File: src/rtl/sobel_edge_magnitude_3x3_assert.svh
// Assertion macros shared by the edge magnitude blocks.
`ifndef SOBEL_EDGE_MAGNITUDE_3X3_ASSERT_SVH
`define SOBEL_EDGE_MAGNITUDE_3X3_ASSERT_SVH

// Same-cycle implication, disabled while reset is asserted.
`define SBL_ASSERT_IMPL(lbl_, clk_, rstn_, ante_, cons_, msg_) \
  lbl_: assert property (@(posedge clk_) disable iff (!rstn_) (ante_) |-> (cons_)) \
    else $error(msg_);

// Next-cycle implication, disabled while reset is asserted.
`define SBL_ASSERT_NEXT(lbl_, clk_, rstn_, ante_, cons_, msg_) \
  lbl_: assert property (@(posedge clk_) disable iff (!rstn_) (ante_) |=> (cons_)) \
    else $error(msg_);

`endif

File: src/rtl/sbl_pkg.sv
// Shared types and constants of the Sobel edge magnitude block.
package sbl_pkg;

  localparam int unsigned PIX_W           = 8;
  localparam int unsigned CFG_WIDTH_BITS  = 12;
  localparam int unsigned CFG_HEIGHT_BITS = 13;
  localparam int unsigned WIN_TAPS        = 9;
  localparam int unsigned SIDE_WEIGHT     = 2;
  localparam int unsigned QUEUE_DEPTH     = 4;

  localparam logic OP_PIXEL = 1'b0;
  localparam logic OP_FLUSH = 1'b1;

  localparam logic REG_FRAME_WIDTH  = 1'b0;
  localparam logic REG_FRAME_HEIGHT = 1'b1;

  typedef enum logic [1:0] {
    FS_TOTAL,
    FS_CLAMP,
    FS_DIV,
    FS_RUN
  } sbl_front_e;

  typedef enum logic [2:0] {
    BS_IDLE,
    BS_READ,
    BS_GRAD,
    BS_SQX,
    BS_SQY,
    BS_SUM,
    BS_ROOT,
    BS_HOLD
  } sbl_back_e;

  typedef struct packed {
    logic border;
    logic last;
    logic right_ok;
    logic bl_ok;
    logic b_ok;
    logic br_ok;
  } sbl_flags_t;

endpackage

File: src/rtl/sbl_if.sv
// Valid/ready stream interfaces for pixel input and edge results.
interface sbl_in_if;
  logic                       valid;
  logic                       ready;
  logic                       op;
  logic [sbl_pkg::PIX_W-1:0]  pixel_in;

  modport source (output valid, output op, output pixel_in, input ready);
  modport sink (input valid, input op, input pixel_in, output ready);
endinterface


File: src/rtl/sbl_front.sv
// Front end: accepts pixels and flushes, tracks raster position and issues window commands.
`include "sobel_edge_magnitude_3x3_assert.svh"

module sbl_front #(
  parameter int MAXW = 2048,
  parameter int MAXH = 4096,
  parameter int AW   = 13
) (
  input  logic                          clk_i,
  input  logic                          rst_ni,
  input  logic                          cfg_wr_i,
  input  logic [$clog2(MAXW+1)-1:0]     width_i,
  input  logic [$clog2(MAXH+1)-1:0]     height_i,
  sbl_in_if.sink                        pix_i,
  input  logic                          full_i,
  output logic                          push_o,
  output sbl_pkg::sbl_flags_t           cmd_flags_o,
  output logic [AW-1:0]                 cmd_center_o,
  output logic                          mem_we_o,
  output logic [AW-1:0]                 mem_waddr_o,
  output logic [sbl_pkg::PIX_W-1:0]     mem_wdata_o
);

  localparam int WD   = $clog2(MAXW + 1);
  localparam int HD   = $clog2(MAXH + 1);
  localparam int PD   = WD + HD;
  localparam int CNTW = $clog2(MAXW + 3);
  localparam int COLW = $clog2(MAXW);
  localparam int ROWW = $clog2(MAXH);
  localparam int DCW  = $clog2(PD);

  sbl_pkg::sbl_front_e state_q, state_d;

  logic [CNTW-1:0] pending_q;
  logic [AW-1:0]   head_q;
  logic [PD-1:0]   pos_q;
  logic [PD-1:0]   total_q;
  logic [ROWW-1:0] row_q;
  logic [COLW-1:0] col_q;
  logic [PD-1:0]   dvd_q;
  logic [WD-1:0]   rem_q;
  logic [PD-1:0]   quo_q;
  logic [DCW-1:0]  dcnt_q;

  logic            accept;
  logic            is_pix;
  logic            emit;
  logic [CNTW-1:0] w_c;
  logic [CNTW-1:0] pnew;
  logic [CNTW-1:0] pend_e;
  logic [AW-1:0]   head_n;
  logic [HD-1:0]   row_e;
  logic [WD-1:0]   col_e;
  logic            col_wrap;
  logic            row_wrap;
  logic [WD:0]     div_r;
  logic [WD:0]     div_diff;
  logic            div_ge;
  logic [WD-1:0]   rem_n;
  logic [PD-1:0]   quo_n;

  assign accept   = pix_i.valid && pix_i.ready;
  assign is_pix   = (pix_i.op == sbl_pkg::OP_PIXEL);
  assign w_c      = CNTW'(width_i);
  assign pnew     = pending_q + CNTW'(1);
  assign pend_e   = is_pix ? pnew : pending_q;
  assign emit     = is_pix ? (pnew >= w_c + CNTW'(2)) : (pending_q != '0);
  assign head_n   = is_pix ? head_q + AW'(1) : head_q;
  assign row_e    = HD'(row_q);
  assign col_e    = WD'(col_q);
  assign col_wrap = (col_e == width_i - WD'(1));
  assign row_wrap = (row_e == height_i - HD'(1));

  assign div_r    = {rem_q, dvd_q[PD-1]};
  assign div_diff = div_r - {1'b0, width_i};
  assign div_ge   = (div_r >= {1'b0, width_i});
  assign rem_n    = div_ge ? div_diff[WD-1:0] : div_r[WD-1:0];
  assign quo_n    = {quo_q[PD-2:0], div_ge};

  always_comb begin
    state_d = state_q;
    case (state_q)
      sbl_pkg::FS_TOTAL: state_d = sbl_pkg::FS_CLAMP;
      sbl_pkg::FS_CLAMP: state_d = sbl_pkg::FS_DIV;
      sbl_pkg::FS_DIV: begin
        if (dcnt_q == '0) begin
          state_d = sbl_pkg::FS_RUN;
        end
      end
      sbl_pkg::FS_RUN:   state_d = sbl_pkg::FS_RUN;
      default:           state_d = sbl_pkg::FS_TOTAL;
    endcase
    if (cfg_wr_i) begin
      state_d = sbl_pkg::FS_TOTAL;
    end
  end

  always_comb begin
    pix_i.ready          = (state_q == sbl_pkg::FS_RUN) && !full_i;
    push_o               = accept && emit;
    mem_we_o             = accept && is_pix;
    mem_waddr_o          = head_q;
    mem_wdata_o          = pix_i.pixel_in;
    cmd_center_o         = head_n - AW'(pend_e);
    cmd_flags_o.border   = (row_e == '0) || row_wrap || (col_e == '0) || col_wrap;
    cmd_flags_o.last     = row_wrap && col_wrap;
    cmd_flags_o.right_ok = (pend_e >= CNTW'(2));
    cmd_flags_o.bl_ok    = (pend_e >= w_c);
    cmd_flags_o.b_ok     = (pend_e >= w_c + CNTW'(1));
    cmd_flags_o.br_ok    = (pend_e >= w_c + CNTW'(2));
  end

  always_ff @(posedge clk_i or negedge rst_ni) begin
    if (!rst_ni) begin
      state_q   <= sbl_pkg::FS_TOTAL;
      pending_q <= '0;
      head_q    <= '0;
      pos_q     <= '0;
      total_q   <= '0;
      row_q     <= '0;
      col_q     <= '0;
      dvd_q     <= '0;
      rem_q     <= '0;
      quo_q     <= '0;
      dcnt_q    <= '0;
    end else begin
      state_q <= state_d;
      case (state_q)
        sbl_pkg::FS_TOTAL: begin
          total_q <= PD'(width_i) * PD'(height_i);
        end
        sbl_pkg::FS_CLAMP: begin
          if (pos_q >= total_q) begin
            pos_q <= '0;
            dvd_q <= '0;
          end else begin
            dvd_q <= pos_q;
          end
          rem_q  <= '0;
          quo_q  <= '0;
          dcnt_q <= DCW'(PD - 1);
        end
        sbl_pkg::FS_DIV: begin
          dvd_q  <= {dvd_q[PD-2:0], 1'b0};
          rem_q  <= rem_n;
          quo_q  <= quo_n;
          dcnt_q <= dcnt_q - DCW'(1);
          if (dcnt_q == '0) begin
            row_q <= ROWW'(quo_n);
            col_q <= COLW'(rem_n);
          end
        end
        sbl_pkg::FS_RUN: begin
          if (accept) begin
            head_q    <= head_n;
            pending_q <= emit ? pend_e - CNTW'(1) : pend_e;
            if (emit) begin
              col_q <= col_wrap ? '0 : col_q + COLW'(1);
              if (col_wrap) begin
                row_q <= row_wrap ? '0 : row_q + ROWW'(1);
              end
              pos_q <= (col_wrap && row_wrap) ? '0 : pos_q + PD'(1);
            end
          end
        end
        default: begin
          total_q <= '0;
        end
      endcase
    end
  end

  `SBL_ASSERT_IMPL(a_pos_in_frame, clk_i, rst_ni, state_q == sbl_pkg::FS_RUN,
                   (col_e < width_i) && (row_e < height_i), "raster position outside frame")
  `SBL_ASSERT_NEXT(a_cfg_resync, clk_i, rst_ni, cfg_wr_i, state_q == sbl_pkg::FS_TOTAL,
                   "configuration write did not restart position resync")
  `SBL_ASSERT_IMPL(a_pending_bound, clk_i, rst_ni, 1'b1, pending_q <= CNTW'(MAXW + 1),
                   "pending count beyond the line reach")

endmodule

File: src/flat_wrapper.sv
// flat-port wrapper written by rule: the top's interface ports become plain ports
module sbl_front_flat 
#(
  parameter int MAXW = 2048,
  parameter int MAXH = 4096,
  parameter int AW   = 13
)
  (clk_i, rst_ni, cfg_wr_i, width_i, height_i, full_i, push_o, cmd_flags_o, cmd_center_o, mem_we_o, mem_waddr_o, mem_wdata_o, pix_i_valid, pix_i_op, pix_i_pixel_in, pix_i_ready);
  sbl_in_if pix_i_i ();
  input  logic clk_i;
  input  logic rst_ni;
  input  logic cfg_wr_i;
  input  logic [$clog2(MAXW+1)-1:0] width_i;
  input  logic [$clog2(MAXH+1)-1:0] height_i;
  input  logic full_i;
  output logic push_o;
  output sbl_pkg::sbl_flags_t cmd_flags_o;
  output logic [AW-1:0] cmd_center_o;
  output logic mem_we_o;
  output logic [AW-1:0] mem_waddr_o;
  output logic [sbl_pkg::PIX_W-1:0] mem_wdata_o;
  input wire logic [$bits(pix_i_i.valid)-1:0] pix_i_valid;
  input wire logic [$bits(pix_i_i.op)-1:0] pix_i_op;
  input wire logic [$bits(pix_i_i.pixel_in)-1:0] pix_i_pixel_in;
  output wire logic [$bits(pix_i_i.ready)-1:0] pix_i_ready;
  assign pix_i_i.valid = pix_i_valid;
  assign pix_i_i.op = pix_i_op;
  assign pix_i_i.pixel_in = pix_i_pixel_in;
  assign pix_i_ready = pix_i_i.ready;
  sbl_front #(.MAXW(MAXW), .MAXH(MAXH), .AW(AW)) u_core (.clk_i(clk_i), .rst_ni(rst_ni), .cfg_wr_i(cfg_wr_i), .width_i(width_i), .height_i(height_i), .pix_i(pix_i_i), .full_i(full_i), .push_o(push_o), .cmd_flags_o(cmd_flags_o), .cmd_center_o(cmd_center_o), .mem_we_o(mem_we_o), .mem_waddr_o(mem_waddr_o), .mem_wdata_o(mem_wdata_o));
endmodule
File: config.mk
export PLATFORM = sky130hd
export DESIGN_NAME = sbl_front_flat
export DESIGN_NICKNAME = d
export VERILOG_FILES = /design/src/rtl/sbl_pkg.sv /design/src/rtl/sbl_if.sv /design/src/rtl/sbl_front.sv /design/src/flat_wrapper.sv
export VERILOG_INCLUDE_DIRS = /design/src /design/src/rtl
export SDC_FILE = /design/constraint.sdc
export NUM_CORES = 1
export LEC_CHECK = 0
export BUFFER_PORTS_ARGS = -buffer_cell sky130_fd_sc_hd__buf_2
export CORE_MARGIN = 2
export CORE_UTILIZATION = 55
export CTS_BUF_LIST = sky130_fd_sc_hd__clkbuf_2
export DETAILED_ROUTE_END_ITERATION = 12
export GPL_ROUTABILITY_DRIVEN = 0
export HOLD_SLACK_MARGIN = 0.05
export PLACE_DENSITY = 0.73
export SYNTH_ARGS = -nofsm -noshare
export SYNTH_HDL_FRONTEND = slang
export SYNTH_SLANG_ARGS = --single-unit
File: constraint.sdc
create_clock -name clk_i -period 7.85 [get_ports clk_i]
set_input_delay 0.3925 -clock clk_i [delete_from_list [all_inputs] [get_ports clk_i]]
set_output_delay 0.3925 -clock clk_i [all_outputs]
set_load 0.005 [all_outputs]
==> impl_metrics.toml <==
[yosys]
synth.top_cell.area_share = 0.226
ys_seq_elements = 153
synth_cell_types = 83
synth_area_per_cell_um2 = 8.63
synth_area_leader_cell = "sky130_fd_sc_hd__dfrtp_1"
postSynth.asyncResetShare = 1.00
synthCells = 1967
mappedNetlistArea_um2 = 17000
synth.yosys.warnings = 0
syn-num-nets = 2299
synth-edff-count = 0
yosysSeqAreaShare = 0.226
ys.flop_type = "sky130_fd_sc_hd__dfrtp_1"
synth_top_cells_by_area = "sky130_fd_sc_hd__dfrtp_1, sky130_fd_sc_hd__ha_1, sky130_fd_sc_hd__fa_1, sky130_fd_sc_hd__inv_1, sky130_fd_sc_hd__xnor2_1"

[clock_tree]
post_cts.repair.setup_buffers = 0
cts_htree_levels = 4
clk_pin_slew_worst_paths_ns = 0.26
tritoncts_buffer_count = 17
cts_repair_resize_count = 0
holdBufCountCts = 7
clock_insertion_delay_worst_skew_ns = 0.88
number_of_clock_sinks = 153
cts-root-buf = "sky130_fd_sc_hd__clkbuf_2"
cts-root-to-sink-buffers = 2
cts_tree = "built"

[floorplanning]
fp.dieArea_um2 = 32300
initial_core_util = 0.556
fp.coreArea_um2 = 30500
row_count = 64
dieHeight_um = 180
die_w_um = 180
io_pins = 82

[sta]
fin_worst_hold_slack_ns = 0.169
setup_tns_ns = 0
max_slew.worst_pin.slew_ns = 1.21
final-setup-viol-count = 0
final_critical_path_setup_slack_ns = 2.56
hold_violations = 0
fin_crit_ns = 5.29
max_transition_viols_final = 0
period_share = 0.674
grt_setup_unrepaired = "false"
clock-skew-final_ns = 0.0573
timing.fmax_ghz = 0.189
slew_headroom = 0.188

[hold_path]
min_path_type = "primary input to register"

[routing]
routed_wl_um = 44100
via_per_inst = 6.03
drt-initial-drc-count = 1232
dr.pass1.iters = 5
detail_route.wl_per_cell_um = 18.5
drc_errors = 0
detailroute.via_count = 14361
antenna_left = 0

[power]
power_w = 0.00518
vdd.ir_drop.worst_mv = 0.163
leakagePower_nw = 8.82
power.density_nw_per_um2 = 291

[setup_path]
critPathMostFrequentCell = "sky130_fd_sc_hd__fa_1"
critical_path_buf_inv_count = 6
critical_path_class = "primary input to register"
critPathMaxFanout = 9
cp.arrival_ns = 6.05
setup.worst_path.start_class = "primary input"
path_delay_family = "adder cells"
critical_path.max_stage_delay_ns = 0.56
crit_chain = "dlygate4sd3_1 > buf_2 > nand2_1 > fa_1 > fa_1 > inv_1 > fa_1 > fa_1 > inv_1 > fa_1 > inv_1 > ha_1 > o21ai_0 > nand2b_1 > inv_1 > o31ai_1 > a21boi_0 > o21ai_0 > xnor2_1 > mux2_2"
critical-path-slowest-cell = "sky130_fd_sc_hd__fa_1"
worstSetupEndpointType = "register"
data_required_critical_path_ns = 8.61

[global_route]
antenna_found_initial = 2
grt_first_pass_wirelength_um = 73600
gr-usage-all-layers = 0.280
maximum_number_of_pins_on_one_net_before_global_route_repair = 61
grt_pass1_vias = 14302
grt_overflow = 0

[cells_and_area]
filler_cell_count = 2696
layout.cells.most_common_list = "sky130_fd_sc_hd__inv_1, sky130_fd_sc_hd__nand2_1, sky130_fd_sc_hd__ha_1"
areaGrowthSynthToFinish_pct = 5.07
post_route_cells_drive_above_1_share = 0.0731
final_cells = 2382
final_common_cell = "sky130_fd_sc_hd__inv_1"
design.final.nets = 2303

[job]
timing.max_cap.violations = 0

[placement]
io_buffer_count = 65
detailedPlacementHpwl_um = 33400
preCtsSetupSlack_ns = 1.95
place_inst = 2341

[status]
status = "finished, final reports clean"
==> per-stage QoR <==
step	util	instance area [um2]
floorplan	-	17000
global placement	0.572	17500
detailed placement	0.572	17500
CTS	0.584	17800
global route	0.584	17800
finish	0.584	17800
==> report_power, final <==
group	internal, W	switching (W)	leakage [nW]
registers	0.000923	0.000140	2.06
clock network	0.000214	0.000324	0.165
logic	0.00147	0.00211	6.60
==> worst reg2reg max path, stage by stage, from the launching register on <==
cell and delay, ns:
sky130_fd_sc_hd__dfrtp_1 0.66, sky130_fd_sc_hd__ha_1 0.33, sky130_fd_sc_hd__nand2_1 0.13, sky130_fd_sc_hd__or2_2 0.31, sky130_fd_sc_hd__nor2_1 0.18, sky130_fd_sc_hd__nand3_1 0.13, sky130_fd_sc_hd__xnor2_1 0.16, sky130_fd_sc_hd__ha_1 0.20
sky130_fd_sc_hd__a211oi_1 0.32, sky130_fd_sc_hd__nand2_1 0.08, sky130_fd_sc_hd__or4_1 0.50, sky130_fd_sc_hd__o21ai_2 0.45, sky130_fd_sc_hd__o21a_1 0.48, sky130_fd_sc_hd__nor2_1 0.38, sky130_fd_sc_hd__a22o_1 0.31
==> area by class of cell <==
type                            instances  area (um2)  area share
Clock inverter                         14         193      0.0108
Sequential cell                       153        3830       0.215
Tap cell                              396         495      0.0278
Timing Repair Buffer                   87         524      0.0294
Clock buffer                           18        90.1     0.00505
Inverter                              253         950      0.0533
Antenna cell                            2        5.00    0.000281
Multi-Input combinational cell       1459       11700       0.659
==> cells by family after synthesis <==
logic type,count (synthesis),synth area share
AO/OA/AOI/OAI,359,0.151
XOR/XNOR,145,0.0753
adder cells (fa/ha/maj),293,0.266
buffers and inverters,355,0.0829
flip-flops,153,0.226
multiplexers,22,0.0132
AND/OR/NAND/NOR,640,0.187
==> flip-flops by register name (all words and copies together) (netlist names) <==
name and count:
u_core.dvd_q 25, u_core.pos_q 25, u_core.total_q 25, u_core.mem_waddr_o 13, u_core.pending_q 12, u_core.rem_q 12
u_core.row_q 12, u_core.col_q 11, u_core.quo_q 11, u_core.dcnt_q 5, u_core.state_q 2
==> synthesized netlist by cell type, types with 14 or more instances <==
cell type                   number
sky130_fd_sc_hd__a21o_1         22
sky130_fd_sc_hd__a21oi_1        51
sky130_fd_sc_hd__a221o_1        26
sky130_fd_sc_hd__a22oi_1        16
sky130_fd_sc_hd__and2_1         36
sky130_fd_sc_hd__and3_1         56
sky130_fd_sc_hd__buf_2          14
sky130_fd_sc_hd__clkbuf_1       67
sky130_fd_sc_hd__dfrtp_1       153
sky130_fd_sc_hd__fa_1          112
sky130_fd_sc_hd__ha_1          181
sky130_fd_sc_hd__inv_1         247
sky130_fd_sc_hd__mux2i_1        19
sky130_fd_sc_hd__nand2_1       215
sky130_fd_sc_hd__nand3_1        78
sky130_fd_sc_hd__nand4_1        24
sky130_fd_sc_hd__nor2_1        108
sky130_fd_sc_hd__nor3_1         31
sky130_fd_sc_hd__nor4_1         15
sky130_fd_sc_hd__o21a_1         14
sky130_fd_sc_hd__o21ai_0        84
sky130_fd_sc_hd__o2bb2ai_1      15
sky130_fd_sc_hd__o31ai_1        17
sky130_fd_sc_hd__xnor2_1       102
sky130_fd_sc_hd__xor2_1         42
==> metal layers <==
metal	GRT usage	part of all wire	wire, um	vias to the layer above
met5	0	0	0	-
met4	0.0979	0.026	1150	0
met3	0.0387	0.057	2490	83
met2	0.480	0.49	21600	507
met1	0.363	0.43	18900	7042
li1	-	-	-	6729
==> final timing paths <==
| path | start | endpoint | slack (ns) | depth (start not counted) |
|---|---|---|---|---|
| setup / recovery | height_i[0] | u_core.total_q[20] | 2.56 | 20 |
| hold / removal | cfg_wr_i | u_core.state_q[1] | 0.17 | 3 |
| setup reg to reg | u_core.pending_q[0] | u_core.row_q[8] | 3.15 | 14 |
| hold reg to reg | u_core.quo_q[3] | u_core.quo_q[4] | 0.54 | 2 |
| max in group asynchronous | rst_ni | u_core.total_q[16] | 6.36 | 4 |
| min in group asynchronous | rst_ni | u_core.pending_q[3] | 0.59 | 4 |
(Power assumes the default switching activity.)
