`src/rtl/sobel_edge_magnitude_3x3_assert.svh`:
```
// Assertion macros shared by the edge magnitude blocks.
`ifndef SOBEL_EDGE_MAGNITUDE_3X3_ASSERT_SVH
`define SOBEL_EDGE_MAGNITUDE_3X3_ASSERT_SVH

// Same-cycle implication, disabled while reset is asserted.
`define SBL_ASSERT_IMPL(lbl_, clk_, rstn_, ante_, cons_, msg_) \
  lbl_: assert property (@(posedge clk_) disable iff (!rstn_) (ante_) |-> (cons_)) \
    else $error(msg_);

// Next-cycle implication, disabled while reset is asserted.
`define SBL_ASSERT_NEXT(lbl_, clk_, rstn_, ante_, cons_, msg_) \
  lbl_: assert property (@(posedge clk_) disable iff (!rstn_) (ante_) |=> (cons_)) \
    else $error(msg_);

`endif

```
`src/rtl/sbl_pkg.sv`:
```
// Shared types and constants of the Sobel edge magnitude block.
package sbl_pkg;

  localparam int unsigned PIX_W           = 8;
  localparam int unsigned CFG_WIDTH_BITS  = 12;
  localparam int unsigned CFG_HEIGHT_BITS = 13;
  localparam int unsigned WIN_TAPS        = 9;
  localparam int unsigned SIDE_WEIGHT     = 2;
  localparam int unsigned QUEUE_DEPTH     = 4;

  localparam logic OP_PIXEL = 1'b0;
  localparam logic OP_FLUSH = 1'b1;

  localparam logic REG_FRAME_WIDTH  = 1'b0;
  localparam logic REG_FRAME_HEIGHT = 1'b1;

  typedef enum logic [1:0] {
    FS_TOTAL,
    FS_CLAMP,
    FS_DIV,
    FS_RUN
  } sbl_front_e;

  typedef enum logic [2:0] {
    BS_IDLE,
    BS_READ,
    BS_GRAD,
    BS_SQX,
    BS_SQY,
    BS_SUM,
    BS_ROOT,
    BS_HOLD
  } sbl_back_e;

  typedef struct packed {
    logic border;
    logic last;
    logic right_ok;
    logic bl_ok;
    logic b_ok;
    logic br_ok;
  } sbl_flags_t;

endpackage

```
`src/rtl/sbl_fifo.sv`:
```
// Short command queue between the front end and the window engine.
module sbl_fifo #(
  parameter int DW = 19
) (
  input  logic          clk_i,
  input  logic          rst_ni,
  input  logic          push_i,
  input  logic [DW-1:0] data_i,
  output logic          full_o,
  input  logic          pop_i,
  output logic [DW-1:0] data_o,
  output logic          empty_o
);

  localparam int DEPTH = sbl_pkg::QUEUE_DEPTH;
  localparam int PW    = $clog2(DEPTH);

  logic [DW-1:0] entry_q [DEPTH];
  logic [PW-1:0] wr_ptr_q;
  logic [PW-1:0] rd_ptr_q;
  logic [PW:0]   count_q;

  assign full_o  = (count_q == (PW+1)'(DEPTH));
  assign empty_o = (count_q == '0);
  assign data_o  = entry_q[rd_ptr_q];

  always_ff @(posedge clk_i or negedge rst_ni) begin
    if (!rst_ni) begin
      wr_ptr_q <= '0;
      rd_ptr_q <= '0;
      count_q  <= '0;
    end else begin
      if (push_i) begin
        wr_ptr_q <= wr_ptr_q + PW'(1);
      end
      if (pop_i) begin
        rd_ptr_q <= rd_ptr_q + PW'(1);
      end
      case ({push_i, pop_i})
        2'b10:   count_q <= count_q + (PW+1)'(1);
        2'b01:   count_q <= count_q - (PW+1)'(1);
        default: count_q <= count_q;
      endcase
    end
  end

  always_ff @(posedge clk_i) begin
    if (push_i) begin
      entry_q[wr_ptr_q] <= data_i;
    end
  end

endmodule

```
`config.mk`:
```
export PLATFORM = sky130hd
export DESIGN_NAME = sbl_fifo
export DESIGN_NICKNAME = d
export VERILOG_FILES = /design/src/rtl/sobel_edge_magnitude_3x3_assert.svh /design/src/rtl/sbl_pkg.sv /design/src/rtl/sbl_fifo.sv
export SDC_FILE = /design/constraint.sdc
export NUM_CORES = 1
export LEC_CHECK = 0
export ABC_AREA = 0
export BUFFER_PORTS_ARGS = -buffer_cell sky130_fd_sc_hd__buf_2
export CAP_MARGIN = 20
export CORE_ASPECT_RATIO = 0.9
export CORE_MARGIN = 2
export CORE_UTILIZATION = 50
export CTS_BUF_LIST = sky130_fd_sc_hd__clkbuf_8
export CTS_CLUSTER_SIZE = 24
export DETAILED_ROUTE_END_ITERATION = 8
export PLACE_DENSITY = 0.71
export SETUP_SLACK_MARGIN = 0.4
export SYNTH_ARGS = -nofsm -noshare
export SYNTH_HDL_FRONTEND = slang
export SYNTH_SLANG_ARGS = --single-unit
```
`constraint.sdc`:
```
create_clock -name clk_i -period 2.5 [get_ports clk_i]
set_input_delay 0.5 -clock clk_i [delete_from_list [all_inputs] [get_ports clk_i]]
set_output_delay 0.5 -clock clk_i [all_outputs]
set_load 0.005 [all_outputs]
```
==> summary.txt, run 1 <==
Outcome
  – Outcome: completed

STA
  – Fin crit period: 2.147 ns
  – Slew @ Worst Pin: 0.4236 ns
  – Worst hold slack: 0.3654 ns
  – Max Clock Skew: 0.004871 ns
  – Endpoints failing setup: 0
  – Final worst path period share: 85.86%
  – Setup TNS: 0 ns
  – Max Clock Freq: 0.4659 GHz
  – Final Hold Fails: 0
  – Unrepaired setup endpoints after global routing: yes
  – Max Slew Vio Count: 0
  – Slew margin rel.: 71.76%

Logic synthesis
  – Sequential-to-total area share from yosys stat: 78.22%
  – Post-synth EDFFs: 76
  – Unique masters post-synth: 18
  – Leading area contributor after synthesis: edfxtp_1
  – Cell area after synthesis: 3142 um^2
  – Synth cell count leaders: edfxtp_1 (76), mux4_2 (18), dfrtp_1 (7)
  – Synth Area per Inst: 23.27 um^2
  – Dominant cells by area after synthesis: edfxtp_1 (73%), mux4_2 (13%), dfrtp_1 (5.6%), ha_1 (2.0%), xor2_1 (1.1%)
  – Ys async rst share: 8.434%
  – Ys Warns: 0
  – Commonest register cell after synthesis: edfxtp_1
  – Top-count cell post-synth: edfxtp_1
  – Share of the synthesized area in the top cell type: 72.64%
  – Mapped Cells: 135
  – Net count after synthesis: 164
  – Flops & latches, synth: 83

Worst setup path
  – R2R Path Start: wr_ptr_q[1]
  – Setup crit end kind: primary output
  – Crit path arrival time: 1.65 ns
  – CP Max Fanout: 8
  – CP startpoint kind: register
  – Crit. Startpoint: rd_ptr_q[0]
  – Crit path required time: 2.00 ns
  – Reg2reg end: entry_q[1][1]
  – Worst Reg2Reg Path Length in Cells: 4
  – R2R setup slack: 0.84 ns
  – CP endpoint: data_o[16]
  – Crit Path Class: register to primary output

Die
  – Die Wd: 87.56 um
  – DIE HEIGHT: 79.20 um
  – Num rows: 27
  – Total die area: 6934 um^2
  – Initial Util: 51.67%
  – I/O pins: 44
  – Core area: 6081 um^2

GRT
  – Grt met1 use: 19.72%
  – First-pass GRT wire length: 8252 um
  – GR Util met3: 6.237%
  – M2 GR Usage: 29.09%
  – GRT Total Usage: 16.99%
  – Initial antenna violation count: 0
  – Largest net degree at the start of global routing: 16
  – Top Usage Layer GRT: met2
  – GRT Residual Overflow: 0
  – Vias in the first global route: 1628

Power
  – Combinational share of power: 30.5%
  – Leak: 1.367 nW
  – Int Power: 3.016 mW
  – Reg power frac: 47.0%
  – Clock power frac: 22.5%
  – PwrDens: 1119 nW/um^2
  – Sw Share: 28.10%
  – Worst IR drop on VDD: 0.5348 mV
  – P_sw: 1.179 mW

Detailed routing
  – Remaining DRCs: 0
  – Final ANT Viol Nets: 0
  – Wirelength, routed: 5222 um
  – Via count: 1453
  – Drt wl/cell: 19.20 um
  – DRT Pass-1 Iters: 4
  – Routed vias/inst: 5.342
  – DRT iter0 DRCs: 86

Finish
  – Share of layout cells above drive strength 1: 44.50%
  – Cell Count, Final, Fillers Out: 272
  – NumNets Final: 224
  – # diodes: 0
  – # fillers: 414
  – Area grow syn2layout: 19.35%

Clock network
  – Clock latency on the worst-skew pair: 0.35 ns
  – Sink Count: 83
  – CTS H-tree depth: 3
  – TritonCTS buffer count: 9
  – CTS tree: built
  – Clock slew at reported path FFs: 0.08 ns
  – Max clock buf depth: 2
  – Root Buffer: clkbuf_8

Place
  – Detailed Place HPWL: 3627 um
  – Placed cell count: 253
  – Port bufs: 43
  – Final GP Congestion: 0.6542

Worst hold path
  – Worst min path class: input port to register

Run
  – MaxCap Viol Count: 0
==> cells by family after synthesis <==
kind of cell	after synthesis	share of synthesized area (%)
AO/OA/AOI/OAI	1	0.1591
multiplexers	20	14.06
adder cells (fa/ha/maj)	6	2.628
buffers and inverters	10	1.752
XOR/XNOR	6	1.673
flip-flops	83	78.22
AND/OR/NAND/NOR	9	1.513
==> metal layers <==
| metal | share of wire, % | wire length (um) |
|---|---|---|
| met5 | 0 | 0 |
| met2 | 54 | 2828 |
| met3 | 3.7 | 192 |
| met1 | 41 | 2127 |
| met4 | 1.4 | 74 |
==> registers in the layout (all words and copies together), names as in the netlist <==
signal and flops:
entry_q 76, rd_ptr_q 2, wr_ptr_q 2, count_q 3
==> worst max-delay path, stage by stage (launching register included) <==
cell and delay [ns]:
dfrtp_2 0.47, buf_12 0.17, mux4_2 0.52, buf_2 0.15
==> cell usage in the layout, fill, tap and decap left out <==
| cell type | synthesis | layout |
|---|---|---|
| edfxtp_1 | 76 | 76 |
| buf_2 | 2 | 41 |
| mux4_2 | 18 | 19 |
| clkbuf_8 | 0 | 9 |
| inv_1 | 6 | 6 |
| ha_1 | 5 | 5 |
| dfrtp_1 | 7 | 5 |
| buf_4 | 0 | 5 |
| and2_1 | 4 | 4 |
| xor2_1 | 4 | 4 |
| buf_6 | 2 | 3 |
| xnor2_1 | 2 | 2 |
| nand2_1 | 2 | 2 |
| inv_6 | 0 | 2 |
| clkinvlp_4 | 0 | 2 |
| buf_12 | 0 | 2 |
| dfrtp_2 | 0 | 2 |
| nor3_1 | 1 | 1 |
| and3_1 | 1 | 1 |
| mux2i_1 | 1 | 1 |
| o21ai_0 | 1 | 1 |
| nor2_1 | 1 | 1 |
| fa_1 | 1 | 1 |
| bufinv_16 | 0 | 1 |
| clkinv_2 | 0 | 1 |
| clkinv_4 | 0 | 1 |
| clkbuf_16 | 0 | 1 |
| dlygate4sd3_1 | 0 | 1 |
==> metrics by stage <==
step | total power [mW] | cell area [um^2] | utilization (%) | setup WS (ns)
after floorplan | 2.699 | 3142 | - | 0.9261
after global placement | 3.086 | 3467 | 57.02 | 0.6943
after detailed placement | 3.169 | 3467 | 57.02 | 0.6424
after CTS | 4.158 | 3702 | 60.88 | 0.3459
after global routing | 4.426 | 3750 | 61.67 | 0.2973
final | 4.194 | 3750 | 61.67 | 0.3534
==> worst min path at each step <==
stage,startpoint,end,slack (ns),cells past startpoint
2_1_floorplan,rst_ni,count_q[0],0.20,0
3_3_place_gp,rst_ni,wr_ptr_q[1],0.34,1
3_5_place_dp,rst_ni,count_q[2],0.36,1
4_1_cts,data_i[1],entry_q[3][1],0.35,1
5_1_grt,data_i[17],entry_q[0][17],0.35,1
6_report,data_i[17],entry_q[1][17],0.37,1
==> area by class of cell <==
class,count,area (um^2),share of cell area [%]
Clock buffer,9,123.9,3.303
Clock inverter,7,76.32,2.035
Inverter,6,22.52,0.6006
Multi-Input combinational cell,42,625.6,16.68
Sequential cell,83,2460,65.60
Tap cell,72,90.09,2.402
Timing Repair Buffer,53,351.6,9.376
==> power by group through the flow <==
stage	Combinational, mW	Sequential [mW]	Clock [mW]
5_1_grt	1.41	1.99	1.02
2_1_floorplan	0.771	1.93	0
4_1_cts	1.23	1.96	0.968
3_3_place_gp	1.13	1.95	0
6_report	1.28	1.97	0.945
3_5_place_dp	1.19	1.98	0
==> timing repair <==
| item | 4_1_cts | 5_1_grt |
|---|---|---|
| hold endpoints to repair | 7 | 0 |
| setup buffers | 1 | 0 |
| cloned | 0 | 1 |
| setup endpoints to repair | 19 | 19 |
| resized for setup | 5 | 7 |
| hold buffers | 1 | 0 |
No activity file was read; power rests on OpenSTA's default activity.
==> run 2, diff against run 1 <==
--- a/config.mk
+++ b/config.mk
@@ -9,7 +9,7 @@
 export BUFFER_PORTS_ARGS = -buffer_cell sky130_fd_sc_hd__buf_2
 export CAP_MARGIN = 20
 export CORE_ASPECT_RATIO = 0.9
-export CORE_MARGIN = 2
+export CORE_MARGIN = 8
 export CORE_UTILIZATION = 50
 export CTS_BUF_LIST = sky130_fd_sc_hd__clkbuf_8
 export CTS_CLUSTER_SIZE = 24
==> run 2 against run 1 <==
Register-to-register slack lost 0.03 ns. Non-clock buffer count unchanged. Power fell by 4.0%. Critical path type unchanged. Critical endpoint is now data_o[0]. Sequential share of layout area grew 0.36 points. Highest routed layer unchanged. Via count is 1.6% lower. Worst setup slack improved by 0.077 ns. Count of clock-buffer cells in the layout rose by 1. First-iteration DRC count is 41% lower.
==> summary.txt, run 2 (synthesized netlist as in run 1, its figures left out) <==
Power
  – P_sw: 1.113 mW
  – Worst IR drop on VDD: 0.4902 mV
  – Combinational share of power: 32.2%
  – Reg power frac: 48.2%
  – PwrDens: 1080 nW/um^2
  – Power Total: 4.027 mW
  – Sw Share: 27.65%
  – Clock power frac: 19.6%
  – Leak: 1.365 nW
  – Int Power: 2.914 mW

Finish
  – Multi-input gate area: 625.6 um^2
  – Regs by FF count: entry_q: 76 flops, count_q: 3 flops
  – # diodes: 0
  – NumNets Final: 224
  – # fillers: 440
  – Share of layout cells above drive strength 1: 42.50%
  – Commonest non-fill, non-tap cells in the layout: edfxtp_1 (76), buf_2 (40), mux4_2 (19), clkbuf_8 (10), inv_1 (9)
  – Commonest non-fill, non-tap cell in the layout: edfxtp_1
  – Core Util, Final: 60.96%
  – Max reg flops: 76
  – Cell Count, Final, Fillers Out: 287
  – Area grow syn2layout: 18.64%
  – Register area: 2459 um^2
  – Biggest register: entry_q

Worst hold path
  – Cell count of the worst hold path: 1
  – Worst min path class: input port to register
  – Hold Path Sink: entry_q[0][4]
  – Min-delay src: data_i[4]

Die
  – I/O pins: 44
  – Num rows: 27
  – DIE HEIGHT: 91.20 um
  – Die Wd: 99.56 um
  – Core area: 6115 um^2
  – Initial Util: 51.38%
  – Total die area: 9079 um^2

STA
  – Max Slew Vio Count: 0
  – Slew @ Worst Pin: 0.4650 ns
  – Setup TNS: 0 ns
  – Worst setup margin: 0.4300 ns
  – Fin crit period: 2.070 ns
  – Unrepaired setup endpoints after global routing: yes
  – Max Clock Freq: 0.4831 GHz
  – Final Hold Fails: 0
  – Endpoints failing setup: 0
  – Max Clock Skew: 0.007716 ns
  – Final worst path period share: 82.80%
  – Slew margin rel.: 69.00%

Worst setup path
  – Critical path's largest stage delay: 0.52 ns
  – R2R setup slack: 0.81 ns
  – R2R Path Start: wr_ptr_q[1]
  – CP startpoint kind: register
  – CP cell instances: buf_6, mux4_2, buf_6
  – Setup crit end kind: primary output
  – Reg2reg end: entry_q[0][16]
  – Slowest-stage cell, CP: mux4_2
  – CP Max Fanout: 5
  – Crit path required time: 2.00 ns
  – Crit path arrival time: 1.57 ns
  – Worst path bufs/invs: 2
  – Worst Reg2Reg Path Length in Cells: 4
  – Number of cells on the critical path: 3
  – Most Frequent Cell on Critical Path: buf_6
  – Crit Path Class: register to primary output
  – Crit-path leading delay family: multiplexers

Clock network
  – Max clock buf depth: 2
  – Root Buffer: clkbuf_8
  – CTS tree: built
  – TritonCTS buffer count: 9
  – CTS H-tree depth: 3
  – Sink Count: 83
  – Clock slew at reported path FFs: 0.07 ns
  – Clock latency on the worst-skew pair: 0.34 ns

Detailed routing
  – DRT iter0 DRCs: 51
  – Final ANT Viol Nets: 0
  – Via count: 1430
  – DRT Pass-1 Iters: 4
  – Routed vias/inst: 4.983
  – Drt wl/cell: 18.74 um
  – Wirelength, routed: 5377 um
  – Remaining DRCs: 0

Outcome
  – Outcome: completed

GRT
  – GRT Total Usage: 12.74%
  – GRT Residual Overflow: 0
  – Vias in the first global route: 1692
  – First-pass GRT wire length: 8604 um
  – Largest net degree at the start of global routing: 21
  – Initial antenna violation count: 0

Place
  – Port bufs: 43
  – Final GP Congestion: 0.6623
  – Detailed Place HPWL: 3716 um
  – Pre-CTS WS: 0.6280 ns
  – Placed cell count: 268

Run
  – MaxCap Viol Count: 0
-- run 2: cell types whose count changed in the layout (fill, tap and decap cells not counted) --
cell / previous run / this run
buf_12: 2 / 1
buf_2: 41 / 40
buf_4: 5 / 6
buf_6: 3 / 4
bufinv_16: 1 / 0
clkbuf_8: 9 / 10
clkinv_2: 1 / 2
clkinv_4: 1 / 0
clkinvlp_4: 2 / 1
dfrtp_1: 5 / 6
dfrtp_2: 2 / 1
inv_1: 6 / 9
inv_6: 2 / 0
-- run 2: worst max path at each step --
stage / startpoint / endpoint
2_1_floorplan: rd_ptr_q[0] / data_o[0]
3_3_place_gp: rd_ptr_q[0] / data_o[18]
3_5_place_dp: push_i / count_q[2]
4_1_cts: rd_ptr_q[0] / data_o[0]
5_1_grt: rd_ptr_q[0] / data_o[3]
6_report: rd_ptr_q[0] / data_o[0]
-- run 2: repair_timing --
item                                    4_1_cts  5_1_grt
resized for setup                             7        4
hold buffers                                  1        0
buffers inserted                              0        1
hold endpoints to repair                      7        0
endpoints found under the setup margin       14       19
gates cloned                                  1        0
-- run 2: worst reg2reg max path, delay by kind of cell (launching register included) --
kind / cells / cell delay [ns]
and+or+nand+nor: 1 / 0.41
adders and majority gates: 1 / 0.15
DFF: 1 / 0.41
buffers and inverters: 2 / 0.43
-- run 2: cell type report --
type                            instances  area share, %
Inverter                                6         0.6042
Tap cell                               87          2.920
Timing Repair Buffer                   53          9.265
Multi-Input combinational cell         42          16.78
Sequential cell                        83          65.96
Clock buffer                           10          3.693
Clock inverter                          6         0.7721
-- run 2: power groups by stage --
stage | logic [mW] | clock network, mW | registers [mW]
floorplan | 0.771 | 0 | 1.93
global placement | 1.17 | 0 | 1.93
detailed placement | 1.21 | 0 | 1.96
CTS | 1.29 | 0.811 | 1.95
global route | 1.43 | 0.865 | 1.96
finish | 1.30 | 0.791 | 1.94
-- run 2: per-stage QoR --
stage                     instance area, um^2  hold WS [ns]
after floorplan                          3142        0.2044
after global placement                   3486        0.3410
after detailed placement                 3486        0.3482
after CTS                                3704        0.3621
after global routing                     3727        0.3686
final                                    3727        0.3752
-- run 2: layer usage --
metal  vias to the layer above  global-route usage (%)  part of all wire [%]  wire (um)
li1                        662                       -                     -          -
met2                        33                   22.92                    55       2947
met3                         7                   4.272                   4.6        246
met5                         -                       0                     0          0
met4                         0                   5.038                   1.3         68
met1                       728                   13.38                    39       2113
==> run 3, diff against run 2 <==
--- a/config.mk
+++ b/config.mk
@@ -14,7 +14,7 @@
 export CTS_BUF_LIST = sky130_fd_sc_hd__clkbuf_8
 export CTS_CLUSTER_SIZE = 24
 export DETAILED_ROUTE_END_ITERATION = 8
-export PLACE_DENSITY = 0.71
+export PLACE_DENSITY = 0.74
 export SETUP_SLACK_MARGIN = 0.4
 export SYNTH_ARGS = -nofsm -noshare
 export SYNTH_HDL_FRONTEND = slang
==> constraint.sdc (replaced) <==
create_clock -name clk_i -period 1.8 [get_ports clk_i]
set_input_delay 0.36 -clock clk_i [delete_from_list [all_inputs] [get_ports clk_i]]
set_output_delay 0.36 -clock clk_i [all_outputs]
set_load 0.005 [all_outputs]
==> run 3 against run 2 <==
The flow now finishes with violations (negative setup slack). Highest routed layer unchanged. Largest cell class unchanged. Combinational power is 43% higher. Count of clock-buffer cells in the layout fell by 1. Flip-flop and latch count is the same. Cell count increased by 0.70%. First-iteration DRC count unchanged. Register-to-register slack worse by 0.36 ns. Worst setup slack got worse by 0.58 ns. Cell area increased by 1.9%. Core utilization rose by 1.2 points.
==> summary.txt, run 3 (synthesized netlist as in run 1, its figures left out) <==
STA
  – Worst setup margin: -0.1504 ns
  – Endpoints failing setup: 19
  – Final worst path period share: 108.4%
  – Slew margin rel.: 79.80%
  – Slew @ Worst Pin: 0.3030 ns
  – Unrepaired setup endpoints after global routing: yes
  – Worst hold slack: 0.2436 ns
  – Max Clock Skew: 0.004618 ns
  – Final Hold Fails: 0
  – Max Slew Vio Count: 0
  – Setup TNS: -2.459 ns
  – Fin crit period: 1.950 ns
  – Max Clock Freq: 0.5127 GHz

Worst setup path
  – Setup crit end kind: primary output
  – Crit path required time: 1.44 ns
  – Crit Path Class: register to primary output
  – CP Max Fanout: 9
  – Slowest-stage cell, CP: mux4_2
  – Worst Reg2Reg Path Length in Cells: 5
  – Number of cells on the critical path: 3
  – CP cell instances: buf_12, mux4_2, buf_2
  – Worst path bufs/invs: 2
  – Crit path arrival time: 1.59 ns
  – CP startpoint kind: register
  – Critical path's largest stage delay: 0.50 ns
  – Crit-path leading delay family: multiplexers

Power
  – Int Power: 4.191 mW
  – Combinational share of power: 32.4%
  – Worst IR drop on VDD: 0.9010 mV
  – Sw Share: 27.10%
  – P_sw: 1.558 mW
  – Reg power frac: 47.1%
  – PwrDens: 1513 nW/um^2
  – Power Total: 5.749 mW
  – Leak: 1.381 nW
  – Clock power frac: 20.4%

Outcome
  – Outcome: complete, but fails checks
  – Failing checks: negative setup slack

GRT
  – GRT Residual Overflow: 0
  – Largest net degree at the start of global routing: 20
  – First-pass GRT wire length: 8507 um
  – GRT Total Usage: 12.43%
  – Initial antenna violation count: 0
  – Vias in the first global route: 1675

Detailed routing
  – Drt wl/cell: 18.42 um
  – Wirelength, routed: 5322 um
  – Remaining DRCs: 0
  – Final ANT Viol Nets: 0
  – Via count: 1453
  – DRT Pass-1 Iters: 4
  – Routed vias/inst: 5.028
  – DRT iter0 DRCs: 51

Place
  – Port bufs: 43
  – Final GP Congestion: 0.6867
  – Detailed Place HPWL: 3554 um
  – Pre-CTS WS: 0.08680 ns

Clock network
  – Sink Count: 83
  – Max clock buf depth: 2
  – Clock slew at reported path FFs: 0.07 ns
  – Clock latency on the worst-skew pair: 0.33 ns
  – TritonCTS buffer count: 9
  – Root Buffer: clkbuf_8
  – CTS H-tree depth: 3
  – CTS tree: built

Finish
  – Area grow syn2layout: 20.91%
  – NumNets Final: 227
  – Core Util, Final: 62.12%
  – Commonest non-fill, non-tap cells in the layout: edfxtp_1 (76), buf_2 (41), mux4_2 (19), clkbuf_8 (9), buf_4 (9)
  – Regs by FF count: entry_q: 76 flops, count_q: 3 flops
  – Max reg flops: 76
  – Commonest non-fill, non-tap cell in the layout: edfxtp_1
  – # diodes: 0
  – # fillers: 409
  – Share of layout cells above drive strength 1: 48.02%
  – Biggest register: entry_q

Die
  – Total die area: 9079 um^2
  – Initial Util: 51.38%
  – Num rows: 27
  – I/O pins: 44
  – DIE HEIGHT: 91.20 um
  – Core area: 6115 um^2
  – Die Wd: 99.56 um

Worst hold path
  – Cell count of the worst hold path: 1
  – Worst min path class: input port to register

Run
  – MaxCap Viol Count: 0
-- run 3: layout make-up --
type	count	area [um^2]	area share [%]
Clock buffer	9	123.9	3.261
Tap cell	87	108.9	2.866
Multi-Input combinational cell	42	660.6	17.39
Clock inverter	6	50.05	1.318
Sequential cell	83	2459	64.72
Inverter	6	22.52	0.5929
Timing Repair Buffer	56	374.1	9.848
-- run 3: repair_timing --
action,CTS,global route
endpoints found under the setup margin,98,34
endpoints found under the hold margin,7,0
setup buffers,5,3
hold buffers,1,0
pin swaps,4,1
gates resized for setup,12,2
-- run 3: worst paths after layout --
kind                             startpoint             to  slack [ns]
worst min-delay path              data_i[1]  entry_q[3][1]        0.24
min in group asynchronous            rst_ni     count_q[2]        0.39
worst min register to register  wr_ptr_q[0]    wr_ptr_q[0]        0.56
worst max-delay path            rd_ptr_q[0]      data_o[9]       -0.15
max in group asynchronous            rst_ni    rd_ptr_q[0]        1.23
worst max register to register   count_q[1]     count_q[2]        0.45
-- run 3: through the flow --
stage | instance area (um^2) | std cells
2_1_floorplan | 3152 | 135
3_3_place_gp | 3498 | 265
3_5_place_dp | 3498 | 265
4_1_cts | 3741 | 286
5_1_grt | 3799 | 289
6_report | 3799 | 289
-- run 3: power by group through the flow --
| stage | clock network [mW] | logic, mW | registers (mW) |
|---|---|---|---|
| floorplan | 0 | 1.08 | 2.67 |
| global placement | 0 | 1.64 | 2.71 |
| detailed placement | 0 | 1.72 | 2.75 |
| CTS | 1.20 | 1.86 | 2.71 |
| global route | 1.28 | 2.04 | 2.74 |
| finish | 1.17 | 1.86 | 2.71 |
-- run 3: per-layer routing --
| layer | GRT usage (%) | vias up | wire, um |
|---|---|---|---|
| li1 | - | 666 | - |
| met1 | 14.23 | 742 | 2078 |
| met2 | 20.63 | 32 | 2876 |
| met3 | 3.509 | 13 | 236 |
| met4 | 6.927 | 0 | 130 |
| met5 | 0 | - | 0 |
